File: config.mk
export PLATFORM = sky130hd
export DESIGN_NAME = tcd_sqrt
export DESIGN_NICKNAME = d
export VERILOG_FILES = /design/src/hdl/tcd_pkg.sv /design/src/hdl/tcd_sqrt.sv
export SDC_FILE = /design/constraint.sdc
export NUM_CORES = 1
export LEC_CHECK = 0
export ABC_AREA = 0
export BUFFER_PORTS_ARGS = -buffer_cell sky130_fd_sc_hd__buf_2
export CAP_MARGIN = 20
export CORE_ASPECT_RATIO = 0.9
export CORE_MARGIN = 1.5
export CORE_UTILIZATION = 55
export CTS_CLUSTER_SIZE = 14
export DETAILED_ROUTE_END_ITERATION = 7
export PLACE_DENSITY = 0.77
export SYNTH_ARGS = -nofsm -noshare
export SYNTH_HDL_FRONTEND = slang
export SYNTH_SLANG_ARGS = --single-unit
File: constraint.sdc
create_clock -name aclk -period 6 [get_ports aclk]
set_input_delay 0.6 -clock aclk [delete_from_list [all_inputs] [get_ports aclk]]
set_output_delay 0.6 -clock aclk [all_outputs]
set_load 0.01 [all_outputs]
File: src/hdl/tcd_pkg.sv
// ----------------------------------------------------------------------------
// tcd_pkg
// Shared types, widths and codes of the transformed path chamfer distance block.
// ----------------------------------------------------------------------------
`default_nettype none

package tcd_pkg;

    localparam int MAX_POINTS  = 256;
    localparam int COORD_WIDTH = 16;

    localparam int IDX_W      = $clog2(MAX_POINTS);
    localparam int CNT_W      = $clog2(MAX_POINTS + 1);
    localparam int FRAC       = 14;
    localparam int RND_HALF   = 1 << (FRAC - 1);
    localparam int SC_W       = COORD_WIDTH + 3;      // scaled coordinate
    localparam int PT_W       = COORD_WIDTH + 6;      // transformed coordinate
    localparam int DIFF_W     = PT_W + 1;
    localparam int MUL_W      = DIFF_W + 1;
    localparam int PROD_W     = 2 * MUL_W;
    localparam int DSQ_W      = 2 * DIFF_W + 1;
    localparam int SQ_SHIFT   = 10;
    localparam int RAD_W      = DSQ_W + SQ_SHIFT + 1; // even
    localparam int ROOT_W     = RAD_W / 2;
    localparam int SUM_W      = ROOT_W + CNT_W;
    localparam int SQ_CNT_W   = $clog2(ROOT_W + 1);
    localparam int DV_CNT_W   = $clog2(SUM_W + 1);
    localparam int SCORE_W    = 32;
    localparam int STATUS_W   = 2;
    localparam int CFG_W      = 16;
    localparam int CFG_ADDR_W = 3;
    localparam int OFS_W      = 13;
    localparam int SPT_W      = 2 * COORD_WIDTH;
    localparam int MPT_W      = 2 * PT_W;

    localparam logic [CFG_ADDR_W-1:0] REG_SCALE  = 3'd0;
    localparam logic [CFG_ADDR_W-1:0] REG_COS    = 3'd1;
    localparam logic [CFG_ADDR_W-1:0] REG_SIN    = 3'd2;
    localparam logic [CFG_ADDR_W-1:0] REG_OFFS_X = 3'd3;
    localparam logic [CFG_ADDR_W-1:0] REG_OFFS_Y = 3'd4;

    localparam logic [STATUS_W-1:0] STATUS_OK        = 2'd0;
    localparam logic [STATUS_W-1:0] STATUS_ONE_EMPTY = 2'd1;
    localparam logic [STATUS_W-1:0] STATUS_DROPPED   = 2'd2;

    typedef enum logic [1:0] {
        ACT_CLEAR    = 2'd0,
        ACT_LOAD_SRC = 2'd1,
        ACT_LOAD_TGT = 2'd2,
        ACT_COMPUTE  = 2'd3
    } act_t;

    typedef enum logic [4:0] {
        ST_IDLE,
        ST_T_RD,
        ST_T_MX,
        ST_T_MY,
        ST_T_C1,
        ST_T_C2,
        ST_T_C3,
        ST_T_C4,
        ST_T_C5,
        ST_N_RDA,
        ST_N_LDA,
        ST_N_RDB,
        ST_N_DX,
        ST_N_DY,
        ST_N_CMP,
        ST_N_SQ,
        ST_N_SQW,
        ST_N_DV,
        ST_N_DVW,
        ST_RESULT
    } state_t;

    // round half up, then drop FRAC fraction bits
    function automatic logic signed [PROD_W-1:0] rnd_frac(input logic signed [PROD_W-1:0] v);
        logic signed [PROD_W-1:0] h;
        h = PROD_W'(RND_HALF);
        return (v + h) >>> FRAC;
    endfunction

endpackage

`default_nettype wire

File: src/hdl/tcd_sqrt.sv
// ----------------------------------------------------------------------------
// tcd_sqrt
// Iterative floor square root, one result bit per cycle.
// ----------------------------------------------------------------------------
`default_nettype none

module tcd_sqrt (
    input  wire logic                       aclk,
    input  wire logic                       aresetn,
    input  wire logic                       start,
    input  wire logic [tcd_pkg::RAD_W-1:0]  radicand,
    output logic                            done,
    output logic      [tcd_pkg::ROOT_W-1:0] root
);
    import tcd_pkg::*;

    logic                busy_reg, busy_next;
    logic                done_reg, done_next;
    logic [SQ_CNT_W-1:0] cnt_reg, cnt_next;
    logic [RAD_W-1:0]    rad_reg, rad_next;
    logic [ROOT_W:0]     rem_reg, rem_next;
    logic [ROOT_W-1:0]   root_reg, root_next;
    logic [ROOT_W+2:0]   rem_t, trial, rem_d;

    always_comb begin
        busy_next = busy_reg;
        done_next = 1'b0;
        cnt_next  = cnt_reg;
        rad_next  = rad_reg;
        rem_next  = rem_reg;
        root_next = root_reg;
        rem_t     = {rem_reg, rad_reg[RAD_W-1:RAD_W-2]};
        trial     = {1'b0, root_reg, 2'b01};
        rem_d     = rem_t - trial;
        if (start) begin
            busy_next = 1'b1;
            cnt_next  = SQ_CNT_W'(ROOT_W);
            rad_next  = radicand;
            rem_next  = '0;
            root_next = '0;
        end else if (busy_reg) begin
            rad_next = {rad_reg[RAD_W-3:0], 2'b00};
            // remainder stays at most twice the root, so ROOT_W+1 bits
            if (rem_t >= trial) begin
                rem_next  = rem_d[ROOT_W:0];
                root_next = {root_reg[ROOT_W-2:0], 1'b1};
            end else begin
                rem_next  = rem_t[ROOT_W:0];
                root_next = {root_reg[ROOT_W-2:0], 1'b0};
            end
            cnt_next = cnt_reg - 1'b1;
            if (cnt_reg == SQ_CNT_W'(1)) begin
                busy_next = 1'b0;
                done_next = 1'b1;
            end
        end
    end

    always_ff @(posedge aclk) begin
        if (!aresetn) begin
            busy_reg <= 1'b0;
            done_reg <= 1'b0;
        end else begin
            busy_reg <= busy_next;
            done_reg <= done_next;
        end
    end

    always_ff @(posedge aclk) begin
        cnt_reg  <= cnt_next;
        rad_reg  <= rad_next;
        rem_reg  <= rem_next;
        root_reg <= root_next;
    end

    assign done = done_reg;
    assign root = root_reg;

endmodule

`default_nettype wire

-- Word-level counts from Yosys, hierarchy flattened
Index checks and enable logic that the tools add are counted.
- muxes and demuxes: 8
- eq/ne operators: 1
- $lt $le $gt $ge: 1
- $add $sub $neg: 2
- bitwise operators: 2
- reductions and logical operators: 2
- operators by type and width (operator ; count):
    58-bit 2-to-1 mux ; 2
    32-bit by 31-bit greater-or-equal comparator with 1-bit output ; 1
    30-bit 2-to-1 mux ; 1
    30-bit subtractor ; 1
    5-bit by 1-bit equality test with 1-bit output, second input constant ; 1
    1-bit 2-to-1 mux ; 5
    5-bit by 1-bit subtractor with 5-bit output, second input constant ; 1
    3-bit OR reduction ; 1
    1-bit NOT ; 2
    2-bit nonzero test ; 1
- register bits after elaboration: 124
- input bits: 61
- output and inout bits: 30

-- Longest topological paths before layout
- depth after elaboration: 4
- depth in mapped cells: 13

-- Worst setup path after synthesis
No wires, ideal clock.
- kind: input port to flip-flop
- start: in start
- end: reg rad_reg[0] (enable)
- slack: 3425 ps
- arrival time: 2162 ps
- stages: 3
- required time: 5587 ps
- cells stage by stage: clkbuf_1 nor2_1 inv_1
- cells in the longest elaborated chain, start to end: 1
- RTL lines (what ; line ; source):
    start, declared ; tcd_sqrt.sv:10 ; input wire logic start,
    2-bit nonzero test (no line) ; - ;
    end signal, assigned ; tcd_sqrt.sv:71 ; rad_reg <= rad_next;
    end, declared ; tcd_sqrt.sv:20 ; logic [RAD_W-1:0] rad_reg, rad_next;
No other way between the ends.
A chain may end at the register's enable or synchronous reset.

-- Worst setup path in the final report
- start: reg root_reg[20] (netlist: root[20])
- end: reg rem_reg[17]
- cells in the longest elaborated chain, start to end: 2
- RTL lines (what ; line ; source):
    start, declared ; tcd_sqrt.sv:22 ; logic [ROOT_W-1:0] root_reg, root_next;
    start signal, assigned ; tcd_sqrt.sv:73 ; root_reg <= root_next;
    32-bit by 31-bit greater-or-equal comparator with 1-bit output ; tcd_sqrt.sv:44 ; if (rem_t >= trial) begin
    30-bit 2-to-1 mux ; tcd_sqrt.sv:44 ;
    end signal, assigned ; tcd_sqrt.sv:72 ; rem_reg <= rem_next;
    end, declared ; tcd_sqrt.sv:21 ; logic [ROOT_W:0] rem_reg, rem_next;
No other way between the ends.

==> results.md <==
- Status: completed
- Worst-margin pin slew: 0.8495 ns
- Synth top area share: 25.48%
- Maximum VDD drop: 0.3309 mV
- Hold endpoint: busy_reg$_SDFF_PN0_
- Hold Vio Cnt, Final: 0
- Gr ovfl total: 0
- Final worst path period share: 55.09%
- Final number of setup-violating endpoints: 0
- Vias per cell: 5.581
- R2R depth: 10
- Share of layout cells above drive strength 1: 28.32%
- Post-Layout Inst Area: 0.007975 sq mm
- Final TNS setup: 0 ns
- WHS Path Cells: 3
- Layout Cells excl Fill: 898
- CTS max path bufs: 2
- Post-synth cell types: 66
- Clock root cell: clkbuf_16
- Core area: 0.01208 sq mm
- Post-synthesis sequential area ratio: 44.80%
- Clock Latency Late Sink: 0.42 ns
- Final setup margin: 2.695 ns
- Port Buffer Count: 90
- Slew HR: 43.37%
- Critical path required time: 6.32 ns
- Async SR Flop Fraction: 0%
- Crit start category: register
- P per Cell Area: 530.9 mW/mm^2
- R2r startpoint: root[20]$_SDFFE_PP0P_
- Post-layout min period: 3.305 ns
- Setup Skew: 0.01168 ns
- Total nets after synthesis: 734
- Place WS: 2.740 ns
- CP endpoint kind: register
- DP Cell Count: 866
- DR vias: 5012
- CTS tree: yes
- Initial drt markers: 338
- Hold Buf Count CTS: 0
- FP Rows: 38
- Initial core utilization: 56.61%
- Width of the die: 120.5 um
- Setup CP Type: reg2reg
- Slew Viols, Final: 0
- Die Y: 108.8 um
- Detailed Place HPWL: 9564 um
- Leading area contributor after synthesis: edfxtp_1
- NumNets Final: 819
- Cell Area, Synth: 0.006837 sq mm
- Number of H-tree levels: 4
- Number of flops mapped to enable cells by yosys: 58
- Final wirelength: 14050 um
- Unrepaired setup endpoints after global routing: false
- Worst-path fanout max: 25
- Initial DRT Pass Iterations: 5
- Final GP Congestion: 0.9106
- Synth warnings: 0
- First-pass GRT wire length: 23140 um
- Diode count: 0
- Reg2Reg Capture Point: rem_reg[17]$_SDFFE_PP0P_
- Cts bufs inserted: 17
- Largest net degree at the start of global routing: 78
- # clock sinks: 124
- Fmax: 0.3025 GHz
- Post-DP Area: 0.007376 sq mm
- Max-cap violations: 0
- GRT Total Usage: 22.29%
- Post-route DRC: 0
- Hold path start: aresetn
- Ys flop type: dfxtp_1
- Critical path data arrival time: 3.62 ns
- Post-CTS resize count: 0
- Clock transition at path regs: 0.06 ns
- Gate count after technology mapping: 640
- Initial antenna violation count: 0
- Synthesized flop and latch total: 124
- Routed Antenna Nets: 0
- Routed len/inst: 15.65 um
- Io pins: 91
- Post-CTS Setup Inserts: 0
- Syn-to-layout area delta: 16.65%
- Worst min path class: in2reg
- Synth top area cells: edfxtp_1, dfxtp_1, mux2_2
- Max reg flops: 58
- Leak: 3.332 nW
- FF-to-FF setup slack: 2.69 ns
- Mean Syn Cell Area: 10.68 sq um
- Die ar.: 0.01311 sq mm
- Vias in the first global route: 4999
Yosys cell counts, types with 16 or more instances:
cell and number:
xnor2_1 21, edfxtp_1 58, o21ai_1 20, a21oi_1 30, ha_1 33, nor2_1 55
mux2i_1 49, nand2_1 44, dfxtp_1 66, mux2_2 56, clkbuf_1 16, inv_1 45
layout make-up:
cell class	instances	area, sq um
inverters	45	168.9
multi-input cells	442	3452
fillers	946	4101
clock buffers	18	429.2
clock inverters	14	170.2
well taps	160	200.2
repair buffers	95	490.5
flip-flops and latches	124	3064
worst max-delay path, stage by stage, from the launching register on:
cell      delay (ns)
dfxtp_1         0.37
inv_1           0.08
ha_1            0.40
nand4_1         0.20
or3_1           0.43
a21oi_1         0.14
a21bo_1         0.24
a21oi_4         0.50
buf_4           0.44
mux2i_1         0.13
a211oi_1        0.26
layer usage:
| layer | track usage (%) | wire length, um | part of all wire, % |
|---|---|---|---|
| met1 | 28.67 | 6394 | 45 |
| met4 | 9.328 | 218 | 1.6 |
| met2 | 36.16 | 6826 | 49 |
| met5 | 0 | 0 | 0 |
| met3 | 5.439 | 614 | 4.4 |
layout by cell type, fill, tap and decap left out, drive strengths merged, types with 4 or more instances in the layout:
| master | n |
|---|---|
| clkinvlp | 6 |
| clkbuf | 18 |
| xnor2 | 21 |
| nor2 | 55 |
| a21oi | 33 |
| o21a | 5 |
| o21ai | 29 |
| buf | 95 |
| or3 | 5 |
| a21o | 12 |
| mux2 | 58 |
| nand4 | 4 |
| nand2b | 7 |
| edfxtp | 58 |
| nand3 | 5 |
| a211oi | 19 |
| mux2i | 49 |
| nand2 | 45 |
| dfxtp | 66 |
| nor2b | 6 |
| nor3 | 5 |
| inv | 46 |
| ha | 33 |
| xor2 | 5 |
| clkinv | 4 |
how the worst max path moves through the flow:
stage | cells after the start | endpoint | from | slack [ns]
detailed placement | 12 | rem_reg[23]$_SDFFE_PP0P_ | root[0]$_SDFFE_PP0P_ | 2.74
finish | 10 | rem_reg[17]$_SDFFE_PP0P_ | root[20]$_SDFFE_PP0P_ | 2.69
CTS | 10 | rem_reg[17]$_SDFFE_PP0P_ | root[20]$_SDFFE_PP0P_ | 2.70
global placement | 12 | rem_reg[15]$_SDFFE_PP0P_ | root[0]$_SDFFE_PP0P_ | 2.88
global route | 10 | rem_reg[15]$_SDFFE_PP0P_ | root[20]$_SDFFE_PP0P_ | 2.48
floorplan | 3 | rad_reg[0]$_SDFFCE_PN0P_ | start | 3.43
cell families (layout without fill, tap and decap cells):
kind of cell | count (synthesis) | count (layout) | synth area share, %
adder cells (fa/ha/maj) | 33 | 33 | 6.040
XOR/XNOR | 26 | 26 | 3.331
AO/OA/AOI/OAI | 129 | 129 | 13.96
multiplexers | 107 | 107 | 16.78
buffers and inverters | 74 | 172 | 4.813
AND/OR/NAND/NOR | 147 | 147 | 10.27
flip-flops | 124 | 124 | 44.80
where the power goes:
group | internal (W) | total, W | switching, W
Combinational | 0.000960 | 0.00211 | 0.00115
Clock | 0.000652 | 0.00103 | 0.000380
Sequential | 0.00101 | 0.00110 | 0.0000825
per-stage QoR:
step,total power [W],hold WS [ns],utilization [%]
final,0.004234,0.4305,66.04
after global routing,0.004493,0.4399,66.04
after CTS,0.004235,0.4216,66.04
after detailed placement,0.003173,0.4671,61.08
after global placement,0.003116,0.4575,61.08
after floorplan,0.002905,0.4415,-
No activity file was read; power rests on OpenSTA's default activity.
