==> config.mk <==
export PLATFORM = sky130hd
export DESIGN_NAME = tcd_div
export DESIGN_NICKNAME = d
export VERILOG_FILES = /design/src/hdl/tcd_pkg.sv /design/src/hdl/tcd_div.sv
export SDC_FILE = /design/constraint.sdc
export NUM_CORES = 1
export LEC_CHECK = 0
export BUFFER_PORTS_ARGS = -buffer_cell sky130_fd_sc_hd__buf_2
export CORE_MARGIN = 4
export CORE_UTILIZATION = 50
export DETAILED_ROUTE_END_ITERATION = 16
export GPL_TIMING_DRIVEN = 0
export PLACE_DENSITY = 0.87
export SYNTH_ARGS = -nofsm -noshare
export SYNTH_HDL_FRONTEND = slang
export SYNTH_SLANG_ARGS = --single-unit
==> constraint.sdc <==
create_clock -name aclk -period 2.7 [get_ports aclk]
set_clock_uncertainty 0.2 [all_clocks]
set_input_delay 0.27 -clock aclk [delete_from_list [all_inputs] [get_ports aclk]]
set_output_delay 0.27 -clock aclk [all_outputs]
set_load 0.05 [all_outputs]
==> src/hdl/tcd_pkg.sv <==
// ----------------------------------------------------------------------------
// tcd_pkg
// Shared types, widths and codes of the transformed path chamfer distance block.
// ----------------------------------------------------------------------------
`default_nettype none

package tcd_pkg;

    localparam int MAX_POINTS  = 256;
    localparam int COORD_WIDTH = 16;

    localparam int IDX_W      = $clog2(MAX_POINTS);
    localparam int CNT_W      = $clog2(MAX_POINTS + 1);
    localparam int FRAC       = 14;
    localparam int RND_HALF   = 1 << (FRAC - 1);
    localparam int SC_W       = COORD_WIDTH + 3;      // scaled coordinate
    localparam int PT_W       = COORD_WIDTH + 6;      // transformed coordinate
    localparam int DIFF_W     = PT_W + 1;
    localparam int MUL_W      = DIFF_W + 1;
    localparam int PROD_W     = 2 * MUL_W;
    localparam int DSQ_W      = 2 * DIFF_W + 1;
    localparam int SQ_SHIFT   = 10;
    localparam int RAD_W      = DSQ_W + SQ_SHIFT + 1; // even
    localparam int ROOT_W     = RAD_W / 2;
    localparam int SUM_W      = ROOT_W + CNT_W;
    localparam int SQ_CNT_W   = $clog2(ROOT_W + 1);
    localparam int DV_CNT_W   = $clog2(SUM_W + 1);
    localparam int SCORE_W    = 32;
    localparam int STATUS_W   = 2;
    localparam int CFG_W      = 16;
    localparam int CFG_ADDR_W = 3;
    localparam int OFS_W      = 13;
    localparam int SPT_W      = 2 * COORD_WIDTH;
    localparam int MPT_W      = 2 * PT_W;

    localparam logic [CFG_ADDR_W-1:0] REG_SCALE  = 3'd0;
    localparam logic [CFG_ADDR_W-1:0] REG_COS    = 3'd1;
    localparam logic [CFG_ADDR_W-1:0] REG_SIN    = 3'd2;
    localparam logic [CFG_ADDR_W-1:0] REG_OFFS_X = 3'd3;
    localparam logic [CFG_ADDR_W-1:0] REG_OFFS_Y = 3'd4;

    localparam logic [STATUS_W-1:0] STATUS_OK        = 2'd0;
    localparam logic [STATUS_W-1:0] STATUS_ONE_EMPTY = 2'd1;
    localparam logic [STATUS_W-1:0] STATUS_DROPPED   = 2'd2;

    typedef enum logic [1:0] {
        ACT_CLEAR    = 2'd0,
        ACT_LOAD_SRC = 2'd1,
        ACT_LOAD_TGT = 2'd2,
        ACT_COMPUTE  = 2'd3
    } act_t;

    typedef enum logic [4:0] {
        ST_IDLE,
        ST_T_RD,
        ST_T_MX,
        ST_T_MY,
        ST_T_C1,
        ST_T_C2,
        ST_T_C3,
        ST_T_C4,
        ST_T_C5,
        ST_N_RDA,
        ST_N_LDA,
        ST_N_RDB,
        ST_N_DX,
        ST_N_DY,
        ST_N_CMP,
        ST_N_SQ,
        ST_N_SQW,
        ST_N_DV,
        ST_N_DVW,
        ST_RESULT
    } state_t;

    // round half up, then drop FRAC fraction bits
    function automatic logic signed [PROD_W-1:0] rnd_frac(input logic signed [PROD_W-1:0] v);
        logic signed [PROD_W-1:0] h;
        h = PROD_W'(RND_HALF);
        return (v + h) >>> FRAC;
    endfunction

endpackage

`default_nettype wire

==> src/hdl/tcd_div.sv <==
// ----------------------------------------------------------------------------
// tcd_div
// Restoring divider of a distance sum by a point count, one bit per cycle.
// ----------------------------------------------------------------------------
`default_nettype none

module tcd_div (
    input  wire logic                      aclk,
    input  wire logic                      aresetn,
    input  wire logic                      start,
    input  wire logic [tcd_pkg::SUM_W-1:0] dividend,
    input  wire logic [tcd_pkg::CNT_W-1:0] divisor,
    output logic                           done,
    output logic      [tcd_pkg::SUM_W-1:0] quotient
);
    import tcd_pkg::*;

    logic                busy_reg, busy_next;
    logic                done_reg, done_next;
    logic [DV_CNT_W-1:0] cnt_reg, cnt_next;
    logic [SUM_W-1:0]    quo_reg, quo_next;
    logic [CNT_W-1:0]    rem_reg, rem_next;
    logic [CNT_W-1:0]    dvs_reg, dvs_next;
    logic [CNT_W:0]      trial;

    always_comb begin
        busy_next = busy_reg;
        done_next = 1'b0;
        cnt_next  = cnt_reg;
        quo_next  = quo_reg;
        rem_next  = rem_reg;
        dvs_next  = dvs_reg;
        trial     = {rem_reg, quo_reg[SUM_W-1]};
        if (start) begin
            busy_next = 1'b1;
            cnt_next  = DV_CNT_W'(SUM_W);
            quo_next  = dividend;
            rem_next  = '0;
            dvs_next  = divisor;
        end else if (busy_reg) begin
            // remainder stays below the divisor, so it fits CNT_W bits
            if (trial >= {1'b0, dvs_reg}) begin
                rem_next = CNT_W'(trial - {1'b0, dvs_reg});
                quo_next = {quo_reg[SUM_W-2:0], 1'b1};
            end else begin
                rem_next = trial[CNT_W-1:0];
                quo_next = {quo_reg[SUM_W-2:0], 1'b0};
            end
            cnt_next = cnt_reg - 1'b1;
            if (cnt_reg == DV_CNT_W'(1)) begin
                busy_next = 1'b0;
                done_next = 1'b1;
            end
        end
    end

    always_ff @(posedge aclk) begin
        if (!aresetn) begin
            busy_reg <= 1'b0;
            done_reg <= 1'b0;
        end else begin
            busy_reg <= busy_next;
            done_reg <= done_next;
        end
    end

    always_ff @(posedge aclk) begin
        cnt_reg <= cnt_next;
        quo_reg <= quo_next;
        rem_reg <= rem_next;
        dvs_reg <= dvs_next;
    end

    assign done     = done_reg;
    assign quotient = quo_reg;

endmodule

`default_nettype wire

# Word level (Yosys, flattened, before mapping)
# Index checks and enable logic that the tools add are counted.
# totals
latch_bits	0
mem_count	0
ff_bits	64
inputBits	50
ramBits	0
word_cells	22
out_inout_bits	39
romBits	0
# op_classes
multipliers	0
magnitude_cmp	1
div	0
n_bitwise	2
n_reduce_logical	2
add_sub_neg	2
muxes	8
n_shift	0
eq_ne	1
# op_table
operator	n
$mux W38	2
$ge A10 B9 Y1	1
$mux W9	1
$sub A9 B9 Y9	1
$eq A6 B1 Y1 const B	1
$sub A6 B1 Y6 const B	1
$mux W1	5
$reduce_or A3 Y1	1
$not A1 Y1	2
$reduce_bool A2 Y1	1

# Depth between registers and ports, before layout
# Gate-level depths: netlist of run 1.
# depth
ltp_word	4
mapped_depth	10
ltp_nobuf	9

# Worst setup path after synthesis of run 1
# Ideal clock, no wire load.
# synth_path
path_kind	reg-to-reg
from	reg quo_reg[37] (netlist: quotient[37])
to	reg rem_reg[8]
t_required_ps	2373
path_buffers	0
arrival_ps	2487
period_less_slack_ps	2814
stages_incl_launch_ff	10
setup_slack_ps	-114
setup_time_ps	127
cell_sequence	edfxtp_1 > inv_1 > ha_1 > inv_1 > fa_1 > a211oi_4 > o21ai_2 > a211oi_4 > a2111oi_0 > or3_1
# synth_via
elab_chain_cells	2
elab_cells_between_ends	3
classes_between	add/sub (1); order compare (1); mux (1)
# synth_lines
element	line	text
from (decl)	tcd_div.sv:21	logic [SUM_W-1:0] quo_reg, quo_next;
from (signal assigned)	tcd_div.sv:69	quo_reg <= quo_next;
$sub A9 B9 Y9 / $ge A10 B9 Y1 (equally long branches)	tcd_div.sv:43, tcd_div.sv:42	
$mux W9 (*)	tcd_div.sv:42	if (trial >= {1'b0, dvs_reg}) begin
to (signal assigned)	tcd_div.sv:70	rem_reg <= rem_next;
to (decl)	tcd_div.sv:22	logic [CNT_W-1:0] rem_reg, rem_next;
# Every way passes the cells marked *; elsewhere a longest branch is shown, timed or not.
# A chain may end at the register's enable or synchronous reset.

# Worst setup path after layout of run 1
# Ends and elaborated chain as after synthesis.

==> results.rst, run 1 <==
.. list-table::
   :header-rows: 1

   * - Metric
     - Value
   * - Async set-or-reset flop fraction in the synthesized netlist
     - 0%
   * - Tot GR Track Use
     - 20.7%
   * - Final weighted congestion in routability-driven placement
     - 0.854
   * - Classification of the worst-slack hold path
     - in2reg
   * - LEAKAGE
     - 1.76 nW
   * - CP Data Arrival Time
     - 2.72 ns
   * - Largest net degree at the start of global routing
     - 39
   * - Drt total wl
     - 7.23 mm
   * - Average routed wire per standard cell
     - 16.4 um
   * - Number of flip-flops in the largest register
     - 38
   * - Max stage delay cell, worst path
     - sky130_fd_sc_hd__edfxtp_1
   * - First-iteration detailed-routing DRC count
     - 155
   * - Area occupied by multi-input gates
     - 1320 um2
   * - Hold violation count in the final report
     - 0
   * - Slew Limit Fails
     - 0
   * - Total overflow reported by the global router
     - 0
   * - Fin worst setup slack
     - -0.00313 ns
   * - Crit-path cells
     - inv_1 > ha_2 > inv_2 > fa_2 > a211oi_4 > o21ai_4 > a211oi_4 > buf_4 > a2111oi_2 > or3_1
   * - Number of buffers added on ports
     - 88
   * - PD cells
     - 683 nW/um2
   * - Sequential element share of the synthesized area
     - 56.1%
   * - Post-DP HPWL
     - 4.84 mm
   * - Number of fill cells in the layout
     - 370
   * - Number of I/O pins
     - 89
   * - Final nets
     - 424
   * - Combined area of all synthesized cells
     - 3120 um2
   * - Unrepaired setup endpoints after global routing
     - yes
   * - CTS clock-pin slew for the worst setup and hold paths
     - 0.07 ns
   * - EDFF count, synth
     - 47
   * - Initial antenna violation count
     - 0
   * - Cells taking the most area after synthesis
     - sky130_fd_sc_hd__edfxtp_1 45%, sky130_fd_sc_hd__mux2_1 13%, sky130_fd_sc_hd__dfxtp_1 11%
   * - Clock net sink count
     - 64
   * - Average cell area after synthesis
     - 13.0 um2
   * - Wire length of the first global-routing pass
     - 11.8 mm
   * - Max-Cap Viols
     - 0
   * - Start-to-end type of the worst setup path
     - reg2reg
   * - Maximum level of the CTS H-tree
     - 3
   * - Final setup viols
     - 1
   * - Critical path data required time
     - 2.72 ns
   * - CTS buffer count
     - 9
   * - Number of global-route vias before repair
     - 2,465
   * - Most used DFF post-synth
     - sky130_fd_sc_hd__edfxtp_1
   * - Number of cells in the finished layout apart from fillers
     - 442
   * - Leading cell types by count after synthesis
     - 47 x sky130_fd_sc_hd__edfxtp_1, 37 x sky130_fd_sc_hd__mux2_1, 17 x sky130_fd_sc_hd__dfxtp_1, 17 x sky130_fd_sc_hd__nor2_1, 14 x sky130_fd_sc_hd__inv_1
   * - Via-per-instance ratio
     - 5.31
   * - Actual transition at the worst max-transition pin
     - 0.568 ns
   * - Crit path time final
     - 2.70 ns
   * - Most common cell in the netlist
     - sky130_fd_sc_hd__edfxtp_1
   * - Final worst hold slack
     - 0.0175 ns
   * - Starting density of the core
     - 52.1%
   * - Detailed-route DRC error count
     - 0
   * - Critical path endpoint category
     - register
   * - Clock tree from TritonCTS
     - yes
   * - Critical path peak fanout
     - 4
   * - Horiz. Die Dim
     - 87 um
   * - Critical path startpoint category
     - register
   * - Worst IR drop on VDD
     - 609 uV
   * - Synth top area share
     - 45.2%
   * - Crit share post-route
     - 100%
   * - Fraction of final layout cells with drive strength greater than 1
     - 34.9%
   * - Synthesized net count
     - 302
   * - Synth Instances
     - 240
   * - Full die area
     - 7570 um2
   * - Cell chosen for the clock root
     - sky130_fd_sc_hd__clkbuf_8
   * - Sequential standard cell area
     - 1750 um2
   * - Run status
     - complete, but fails checks
   * - Minimum setup slack among reg-to-reg paths
     - -0.003 ns
   * - Final antenna-violating net count
     - 0
   * - Highest clock rate
     - 0.370 GHz
   * - Skew-Pair Late Insertion Delay
     - 0.34 ns
   * - Antenna cell count
     - 0
   * - Placed Cells
     - 403
   * - Largest area contributor in the netlist
     - sky130_fd_sc_hd__edfxtp_1
   * - Failing checks
     - setup timing
   * - Count of vias placed by the detailed router
     - 2,349
   * - P&R area growth vs syn
     - 32.1%
   * - Number of different library cells in the post-synthesis netlist
     - 44
   * - Die Span Y
     - 87 um
   * - Initial DRT Pass Iterations
     - 4
   * - Max-Slew Margin vs Limit
     - 62.2%
   * - Number of buffers on the longest clock path
     - 2
   * - Synth warn
     - 0
   * - CORE AREA
     - 5990 um2
   * - Most common cell on crit path
     - sky130_fd_sc_hd__a211oi_4
   * - Crit-path max cell delay
     - 0.43 ns
   * - Number of register bits inferred by synthesis
     - 64
   * - Row count
     - 28
==> power by group <==
part	total, mW	internal [mW]	leakage (nW)	switching [mW]
combinational	0.762	0.277	1.04	0.485
sequential	1.21	1.17	0.610	0.0487
clock	0.840	0.479	0.103	0.362
==> routing by layer <==
| layer | up-vias | wire length (um) | share of wire, % | track usage, % |
|---|---|---|---|---|
| li1 | 1132 | - | - | - |
| met4 | 0 | 162 | 2.2 | 9.07 |
| met3 | 16 | 482 | 6.7 | 7.66 |
| met1 | 1126 | 2710 | 38 | 21.7 |
| met2 | 75 | 3870 | 54 | 36.7 |
| met5 | - | 0 | 0 | 0 |
==> kinds of logic after synthesis <==
family | count (synthesis) | synth area share (%)
AOI/OAI and AO/OA | 30 | 7.74
muxes | 46 | 16.2
xor gates and xnor gates | 8 | 2.25
and+or+nand+nor | 55 | 9.30
adders and majority gates | 12 | 5.05
DFF | 64 | 56.1
buffers and inverters | 25 | 3.29
==> area by class of cell <==
type / instances / area share [%]
timing repair buffer: 111 / 15.8
inverter: 14 / 1.27
clock inverter: 4 / 1.24
sequential: 64 / 42.5
buffer: 11 / 1.21
clock buffer: 12 / 3.76
multi-input combinational: 151 / 31.9
tap: 75 / 2.28
==> worst max-delay path, delay by kind of cell (launching register included) <==
kind | cells | cell delay (ns)
fa+ha+maj | 2 | 0.54
buf+inv | 3 | 0.29
simple gates | 1 | 0.34
flops | 1 | 0.43
compound gates | 4 | 0.77
==> final timing paths <==
kind	endpoint	startpoint	cells after the start
worst min-delay path	quotient[22]$_DFFE_PP_	dividend[22]	2
worst min register to register	rem_reg[7]$_SDFFE_PP0P_	rem_reg[6]$_SDFFE_PP0P_	2
worst max-delay path	rem_reg[8]$_SDFFE_PP0P_	quotient[37]$_DFFE_PP_	10
worst max register to register	rem_reg[8]$_SDFFE_PP0P_	quotient[37]$_DFFE_PP_	10
==> repair_timing <==
item                                   in CTS  in global routing
pin swaps                                   2                  7
hold buffers                               14                  0
gates cloned                                1                  0
setup endpoints to repair                   6                 48
endpoints found under the hold margin      15                  0
setup buffers                               1                  7
gates resized for setup                     1                 12
==> placed cells by master, fill, tap and decap left out, types with 3 or more instances in the layout <==
| master | count |
|---|---|
| sky130_fd_sc_hd__a211oi_1 | 3 |
| sky130_fd_sc_hd__a21oi_1 | 6 |
| sky130_fd_sc_hd__a311oi_1 | 3 |
| sky130_fd_sc_hd__buf_2 | 89 |
| sky130_fd_sc_hd__buf_4 | 8 |
| sky130_fd_sc_hd__clkbuf_1 | 9 |
| sky130_fd_sc_hd__clkbuf_8 | 11 |
| sky130_fd_sc_hd__dfxtp_1 | 17 |
| sky130_fd_sc_hd__dlygate4sd3_1 | 14 |
| sky130_fd_sc_hd__edfxtp_1 | 47 |
| sky130_fd_sc_hd__ha_1 | 10 |
| sky130_fd_sc_hd__inv_1 | 13 |
| sky130_fd_sc_hd__mux2_1 | 37 |
| sky130_fd_sc_hd__mux2i_1 | 8 |
| sky130_fd_sc_hd__nand2_1 | 10 |
| sky130_fd_sc_hd__nand2b_1 | 7 |
| sky130_fd_sc_hd__nand3b_1 | 3 |
| sky130_fd_sc_hd__nor2_1 | 17 |
| sky130_fd_sc_hd__nor3_1 | 3 |
| sky130_fd_sc_hd__o211ai_1 | 3 |
| sky130_fd_sc_hd__xnor2_1 | 3 |
| sky130_fd_sc_hd__xor2_1 | 5 |
==> per-stage QoR <==
| stage | area [um2] | power, mW | setup TNS [ns] | utilization (%) | setup WS (ns) |
|---|---|---|---|---|---|
| after floorplan | 3120 | 1.73 | -0.102 | - | -0.0331 |
| after global placement | 3660 | 1.88 | -21.14 | 61.0 | -0.558 |
| after detailed placement | 3660 | 1.90 | -6.54 | 61.0 | -0.175 |
| after CTS | 4020 | 2.77 | 0 | 67.1 | 0.0262 |
| after global routing | 4120 | 2.93 | -0.467 | 68.8 | -0.0794 |
| final | 4120 | 2.82 | -0.00313 | 68.8 | -0.00313 |
(Power assumes the default switching activity.)
==> inputs of run 2 (changes only) <==
--- a/config.mk
+++ b/config.mk
@@ -6,11 +6,13 @@
 export NUM_CORES = 1
 export LEC_CHECK = 0
 export BUFFER_PORTS_ARGS = -buffer_cell sky130_fd_sc_hd__buf_2
+export CAP_MARGIN = 10
 export CORE_MARGIN = 4
 export CORE_UTILIZATION = 50
 export DETAILED_ROUTE_END_ITERATION = 16
 export GPL_TIMING_DRIVEN = 0
 export PLACE_DENSITY = 0.87
+export REMOVE_ABC_BUFFERS = 1
 export SYNTH_ARGS = -nofsm -noshare
 export SYNTH_HDL_FRONTEND = slang
 export SYNTH_SLANG_ARGS = --single-unit
==> results.rst, run 2 (synthesis results as in run 1) <==
.. list-table::
   :header-rows: 1

   * - Metric
     - Value
   * - CORE AREA
     - 5990 um2
   * - Most used cells in the layout excluding fill and tap cells
     - 88 x sky130_fd_sc_hd__buf_2, 47 x sky130_fd_sc_hd__edfxtp_1, 37 x sky130_fd_sc_hd__mux2_1, 17 x sky130_fd_sc_hd__nor2_1, 17 x sky130_fd_sc_hd__dfxtp_1
   * - Number of fill cells in the layout
     - 396
   * - Crit-path max cell delay
     - 0.42 ns
   * - Drt total wl
     - 6.78 mm
   * - Fraction of final layout cells with drive strength greater than 1
     - 33.7%
   * - Total net switching power
     - 861 uW
   * - PD cells
     - 663 nW/um2
   * - Antenna cell count
     - 0
   * - CTS buffer count
     - 9
   * - Final nets
     - 410
   * - Die Span Y
     - 87 um
   * - Critical path startpoint category
     - register
   * - Max stage delay cell, worst path
     - sky130_fd_sc_hd__edfxtp_1
   * - Number of global-route vias before repair
     - 2,357
   * - Starting density of the core
     - 52.1%
   * - Final weighted congestion in routability-driven placement
     - 0.719
   * - Number of flip-flops in the largest register
     - 38
   * - Horiz. Die Dim
     - 87 um
   * - Number of buffers on the longest clock path
     - 2
   * - Fin worst setup slack
     - 0.0640 ns
   * - Power Internal
     - 1.79 mW
   * - Proportion of power drawn by combinational gates
     - 27.4%
   * - Crit path time final
     - 2.64 ns
   * - Max-Cap Viols
     - 0
   * - Detailed-route DRC error count
     - 0
   * - Count of vias placed by the detailed router
     - 2,264
   * - Average routed wire per standard cell
     - 15.8 um
   * - Skew-Pair Late Insertion Delay
     - 0.34 ns
   * - Final setup viols
     - 0
   * - Actual transition at the worst max-transition pin
     - 0.924 ns
   * - Clock tree from TritonCTS
     - yes
   * - TNS Setup
     - 0 ns
   * - First-iteration detailed-routing DRC count
     - 148
   * - Leading cell type in the layout, fill and taps excluded
     - sky130_fd_sc_hd__buf_2
   * - Run status
     - finished, final reports clean
   * - Clock share of power
     - 26.4%
   * - Start-to-end type of the worst setup path
     - reg2reg
   * - Initial antenna violation count
     - 0
   * - Final antenna-violating net count
     - 0
   * - Tot GR Track Use
     - 19.2%
   * - CTS clock-pin slew for the worst setup and hold paths
     - 0.07 ns
   * - Row count
     - 28
   * - Number of buffers added on ports
     - 88
   * - Highest clock rate
     - 0.379 GHz
   * - Crit share post-route
     - 97.6%
   * - Max-Slew Margin vs Limit
     - 38.4%
   * - Maximum level of the CTS H-tree
     - 3
   * - Part of the power in registers
     - 46.2%
   * - Unrepaired setup endpoints after global routing
     - yes
   * - Clock net sink count
     - 64
   * - CP Data Arrival Time
     - 2.63 ns
   * - Slew Limit Fails
     - 0
   * - Number of I/O pins
     - 89
   * - Critical path data required time
     - 2.69 ns
   * - Switching portion of total power
     - 32.5%
   * - Post-DP HPWL
     - 4.30 mm
   * - LEAKAGE
     - 1.71 nW
   * - Critical path endpoint category
     - register
   * - Classification of the worst-slack hold path
     - in2reg
   * - Cell chosen for the clock root
     - sky130_fd_sc_hd__clkbuf_8
   * - Via-per-instance ratio
     - 5.29
   * - Initial DRT Pass Iterations
     - 4
   * - Total overflow reported by the global router
     - 0
   * - Crit-path cells
     - inv_2 > ha_4 > inv_2 > fa_2 > a211oi_4 > o21ai_4 > a211oi_4 > buf_6 > mux2i_2 > a211oi_2
   * - Hold violation count in the final report
     - 0
   * - Worst IR drop on VDD
     - 584 uV
   * - P&R area growth vs syn
     - 28.1%
   * - Critical path peak fanout
     - 6
   * - Largest net degree at the start of global routing
     - 44
   * - Full die area
     - 7570 um2
   * - Wire length of the first global-routing pass
     - 11.2 mm
   * - Worst slack at placement
     - -0.395 ns
[run 2: cell types whose count changed in the layout (fill, tap and decap cells not counted), moves of 2 or more]
| cell | change |
|---|---|
| sky130_fd_sc_hd__clkbuf_1 | -5 |
| sky130_fd_sc_hd__dlygate4sd3_1 | -4 |
| sky130_fd_sc_hd__buf_4 | -2 |
| sky130_fd_sc_hd__clkinv_1 | +2 |
[run 2: worst max-delay path, delay by kind of cell (launching register included)]
kind	cells	cell delay, ns
AOI/OAI and AO/OA	4	0.83
adders and majority gates	2	0.52
DFF	1	0.42
buffers and inverters	3	0.31
muxes	1	0.23
[run 2: power groups by stage]
stage	registers (mW)	clock network, mW	logic, mW
floorplan	1.45	0	0.261
global placement	1.24	0	0.624
detailed placement	1.24	0	0.642
CTS	1.22	0.712	0.677
global route	1.24	0.754	0.777
finish	1.22	0.699	0.725
[run 2: cell type report]
class / instances / area [um2] / share of cell area (%)
clock buffer: 14 / 153 / 3.82
inverter: 14 / 52.6 / 1.31
timing repair buffer: 108 / 639 / 16.0
sequential: 64 / 1750 / 43.8
tap: 75 / 93.8 / 2.35
clock inverter: 2 / 7.51 / 0.188
multi-input combinational: 151 / 1300 / 32.5
[run 2: stage by stage]
step	area (um2)	cells	power, mW	utilization [%]	hold WS (ns)
after floorplan	3070	229	1.71	-	0.139
after global routing	4000	428	2.77	66.7	0.0143
final	4000	428	2.65	66.7	0.0201
after global placement	3600	392	1.86	60.2	0.248
after CTS	3920	423	2.61	65.4	0.00467
after detailed placement	3620	393	1.88	60.5	0.249
[run 2: final timing paths]
check	from	end	slack, ns	depth (start not counted)
setup / recovery	quotient[37]$_DFFE_PP_	rem_reg[1]$_SDFFE_PP0P_	0.06	10
hold / removal	dividend[8]	quotient[8]$_DFFE_PP_	0.02	2
setup reg to reg	quotient[37]$_DFFE_PP_	rem_reg[1]$_SDFFE_PP0P_	0.06	10
hold reg to reg	rem_reg[6]$_SDFFE_PP0P_	rem_reg[7]$_SDFFE_PP0P_	0.30	2
[run 2: repair_timing]
action,in CTS,in global routing
hold buffers,10,0
gates resized for setup,1,11
cloned,0,0
setup endpoints to repair,10,9
buffers inserted,4,5
hold endpoints to repair,11,0
pin swaps,2,9
[run 2: metal layers]
metal	part of all wire (%)	track usage (%)	up-vias
met3	7.7	7.00	10
li1	-	-	1094
met4	1.9	8.22	0
met5	0	0	-
met2	47	29.2	96
met1	43	24.7	1064
==> inputs of run 3 (changes only) <==
--- a/config.mk
+++ b/config.mk
@@ -9,6 +9,7 @@
 export CAP_MARGIN = 10
 export CORE_MARGIN = 4
 export CORE_UTILIZATION = 50
+export CTS_BUF_LIST = sky130_fd_sc_hd__clkbuf_16
 export DETAILED_ROUTE_END_ITERATION = 16
 export GPL_TIMING_DRIVEN = 0
 export PLACE_DENSITY = 0.87
==> results.rst, run 3 (synthesis results as in run 1) <==
.. list-table::
   :header-rows: 1

   * - Metric
     - Value
   * - Number of cells in the finished layout apart from fillers
     - 427
   * - Most used cells in the layout excluding fill and tap cells
     - 88 x sky130_fd_sc_hd__buf_2, 47 x sky130_fd_sc_hd__edfxtp_1, 37 x sky130_fd_sc_hd__mux2_1, 17 x sky130_fd_sc_hd__nor2_1, 17 x sky130_fd_sc_hd__dfxtp_1
   * - Number of I/O pins
     - 89
   * - Tot GR Track Use
     - 20.4%
   * - Antenna cell count
     - 0
   * - Max-Cap Viols
     - 0
   * - CORE AREA
     - 5990 um2
   * - Initial DRT Pass Iterations
     - 4
   * - Final weighted congestion in routability-driven placement
     - 0.719
   * - Drt total wl
     - 7.29 mm
   * - P&R area growth vs syn
     - 32.1%
   * - Row count
     - 28
   * - Critical path peak fanout
     - 8
   * - Unrepaired setup endpoints after global routing
     - yes
   * - Skew-Pair Late Insertion Delay
     - 0.33 ns
   * - Critical path startpoint category
     - register
   * - Number of buffers on the longest clock path
     - 2
   * - Wire length of the first global-routing pass
     - 11.7 mm
   * - Cell chosen for the clock root
     - sky130_fd_sc_hd__clkbuf_16
   * - Total buffers and inverters traversed by the critical path
     - 3
   * - Max-Slew Margin vs Limit
     - 38.3%
   * - Detailed-route DRC error count
     - 0
   * - Crit share post-route
     - 97.9%
   * - LEAKAGE
     - 1.76 nW
   * - Initial antenna violation count
     - 0
   * - Final setup viols
     - 0
   * - Crit-path cells
     - inv_2 > ha_4 > inv_2 > fa_2 > a211oi_4 > o21ai_4 > a211oi_4 > buf_12 > mux2i_4 > a211oi_2
   * - Crit path time final
     - 2.64 ns
   * - PD cells
     - 722 nW/um2
   * - Critical path endpoint category
     - register
   * - Starting density of the core
     - 52.1%
   * - Count of vias placed by the detailed router
     - 2,292
   * - Leading cell type in the layout, fill and taps excluded
     - sky130_fd_sc_hd__buf_2
   * - Via-per-instance ratio
     - 5.37
   * - Max stage delay cell, worst path
     - sky130_fd_sc_hd__edfxtp_1
   * - CTS clock-pin slew for the worst setup and hold paths
     - 0.05 ns
   * - Placed Cells
     - 393
   * - Worst IR drop on VDD
     - 534 uV
   * - Hold violation count in the final report
     - 0
   * - Largest net degree at the start of global routing
     - 44
   * - Post-layout utilization of the core
     - 68.8%
   * - Number of buffers added on ports
     - 88
   * - Actual transition at the worst max-transition pin
     - 0.924 ns
   * - CP Data Arrival Time
     - 2.62 ns
   * - Final nets
     - 409
   * - Fraction of final layout cells with drive strength greater than 1
     - 34.9%
   * - Post-DP HPWL
     - 4.30 mm
   * - Delay-heaviest family, CP
     - compound AO/OA/AOI/OAI gates
   * - Total overflow reported by the global router
     - 0
   * - Critical path data required time
     - 2.67 ns
   * - Horiz. Die Dim
     - 87 um
   * - Clock net sink count
     - 64
   * - Clock tree from TritonCTS
     - yes
   * - Crit-path max cell delay
     - 0.42 ns
   * - Number of flip-flops in the largest register
     - 38
   * - Run status
     - finished, final reports clean
   * - Highest clock rate
     - 0.378 GHz
   * - Final worst hold slack
     - 0.0225 ns
   * - Slew Limit Fails
     - 0
   * - Classification of the worst-slack hold path
     - in2reg
   * - Full die area
     - 7570 um2
   * - Start-to-end type of the worst setup path
     - reg2reg
   * - CTS buffer count
     - 9
   * - First-iteration detailed-routing DRC count
     - 119
   * - Die Span Y
     - 87 um
   * - Number of global-route vias before repair
     - 2,398
   * - Maximum level of the CTS H-tree
     - 3
   * - Average routed wire per standard cell
     - 17.1 um
   * - Final antenna-violating net count
     - 0
## run 3: changes by cell type in the layout (fill, tap and decap cells not counted), sizes merged
cell,before,now
buf,98,97
clkinv,2,3
clkbuf,14,9
inv,14,18
## run 3: through the flow
step / power [mW] / setup slack, ns / setup TNS [ns] / cell area, um2
floorplan: 1.71 / -0.359 / -1.85 / 3070
global placement: 1.86 / -0.535 / -22.44 / 3600
detailed placement: 1.88 / -0.395 / -2.16 / 3620
CTS: 2.90 / 0.0277 / 0 / 4010
global route: 3.09 / -0.0637 / -0.319 / 4120
finish: 2.98 / 0.0562 / 0 / 4120
## run 3: what timing repair did
item                                    in CTS  in global routing
hold buffers                                10                  0
endpoints found under the hold margin       11                  0
setup buffers                                3                  5
pin swaps                                    2                  9
endpoints found under the setup margin      10                  8
resized for setup                            1                 16
## run 3: worst reg2reg max path, stage by stage, from the launching register on
cell and delay (ns):
sky130_fd_sc_hd__edfxtp_1 0.42, sky130_fd_sc_hd__inv_2 0.09, sky130_fd_sc_hd__ha_4 0.13, sky130_fd_sc_hd__inv_2 0.04
sky130_fd_sc_hd__fa_2 0.39, sky130_fd_sc_hd__a211oi_4 0.28, sky130_fd_sc_hd__o21ai_4 0.10, sky130_fd_sc_hd__a211oi_4 0.36
sky130_fd_sc_hd__buf_12 0.18, sky130_fd_sc_hd__mux2i_4 0.23, sky130_fd_sc_hd__a211oi_2 0.09
## run 3: path summary, 6_finish.rpt
path | startpoint | endpoint | slack, ns | depth (start not counted)
worst max-delay path | quotient[37]$_DFFE_PP_ | rem_reg[4]$_SDFFE_PP0P_ | 0.06 | 10
worst min-delay path | dividend[28] | quotient[28]$_DFFE_PP_ | 0.02 | 2
worst max register to register | quotient[37]$_DFFE_PP_ | rem_reg[4]$_SDFFE_PP0P_ | 0.06 | 10
worst min register to register | rem_reg[7]$_SDFFE_PP0P_ | rem_reg[7]$_SDFFE_PP0P_ | 0.30 | 2
## run 3: layout make-up
type / instances / area [um2]
fillers: 374 / 1870
flip-flops and latches: 64 / 1750
multi-input cells: 151 / 1340
repair buffers: 107 / 637
clock buffers: 9 / 225
well taps: 75 / 93.8
inverters: 14 / 52.6
clock inverters: 7 / 26.3
## run 3: routing by layer
metal,track usage (%),wire [um],vias to the layer above
li1,-,-,1093
met1,24.8,2980,1097
met2,32.7,3620,87
met3,6.62,523,15
met4,10.1,167,0
met5,0,0,-
## run 3: where the power goes
part	leakage (nW)	switching (mW)	total [mW]	internal, mW
clock	0.137	0.397	0.994	0.597
combinational	1.01	0.474	0.752	0.278
sequential	0.610	0.0626	1.23	1.17
total	1.76	0.933	2.98	2.04
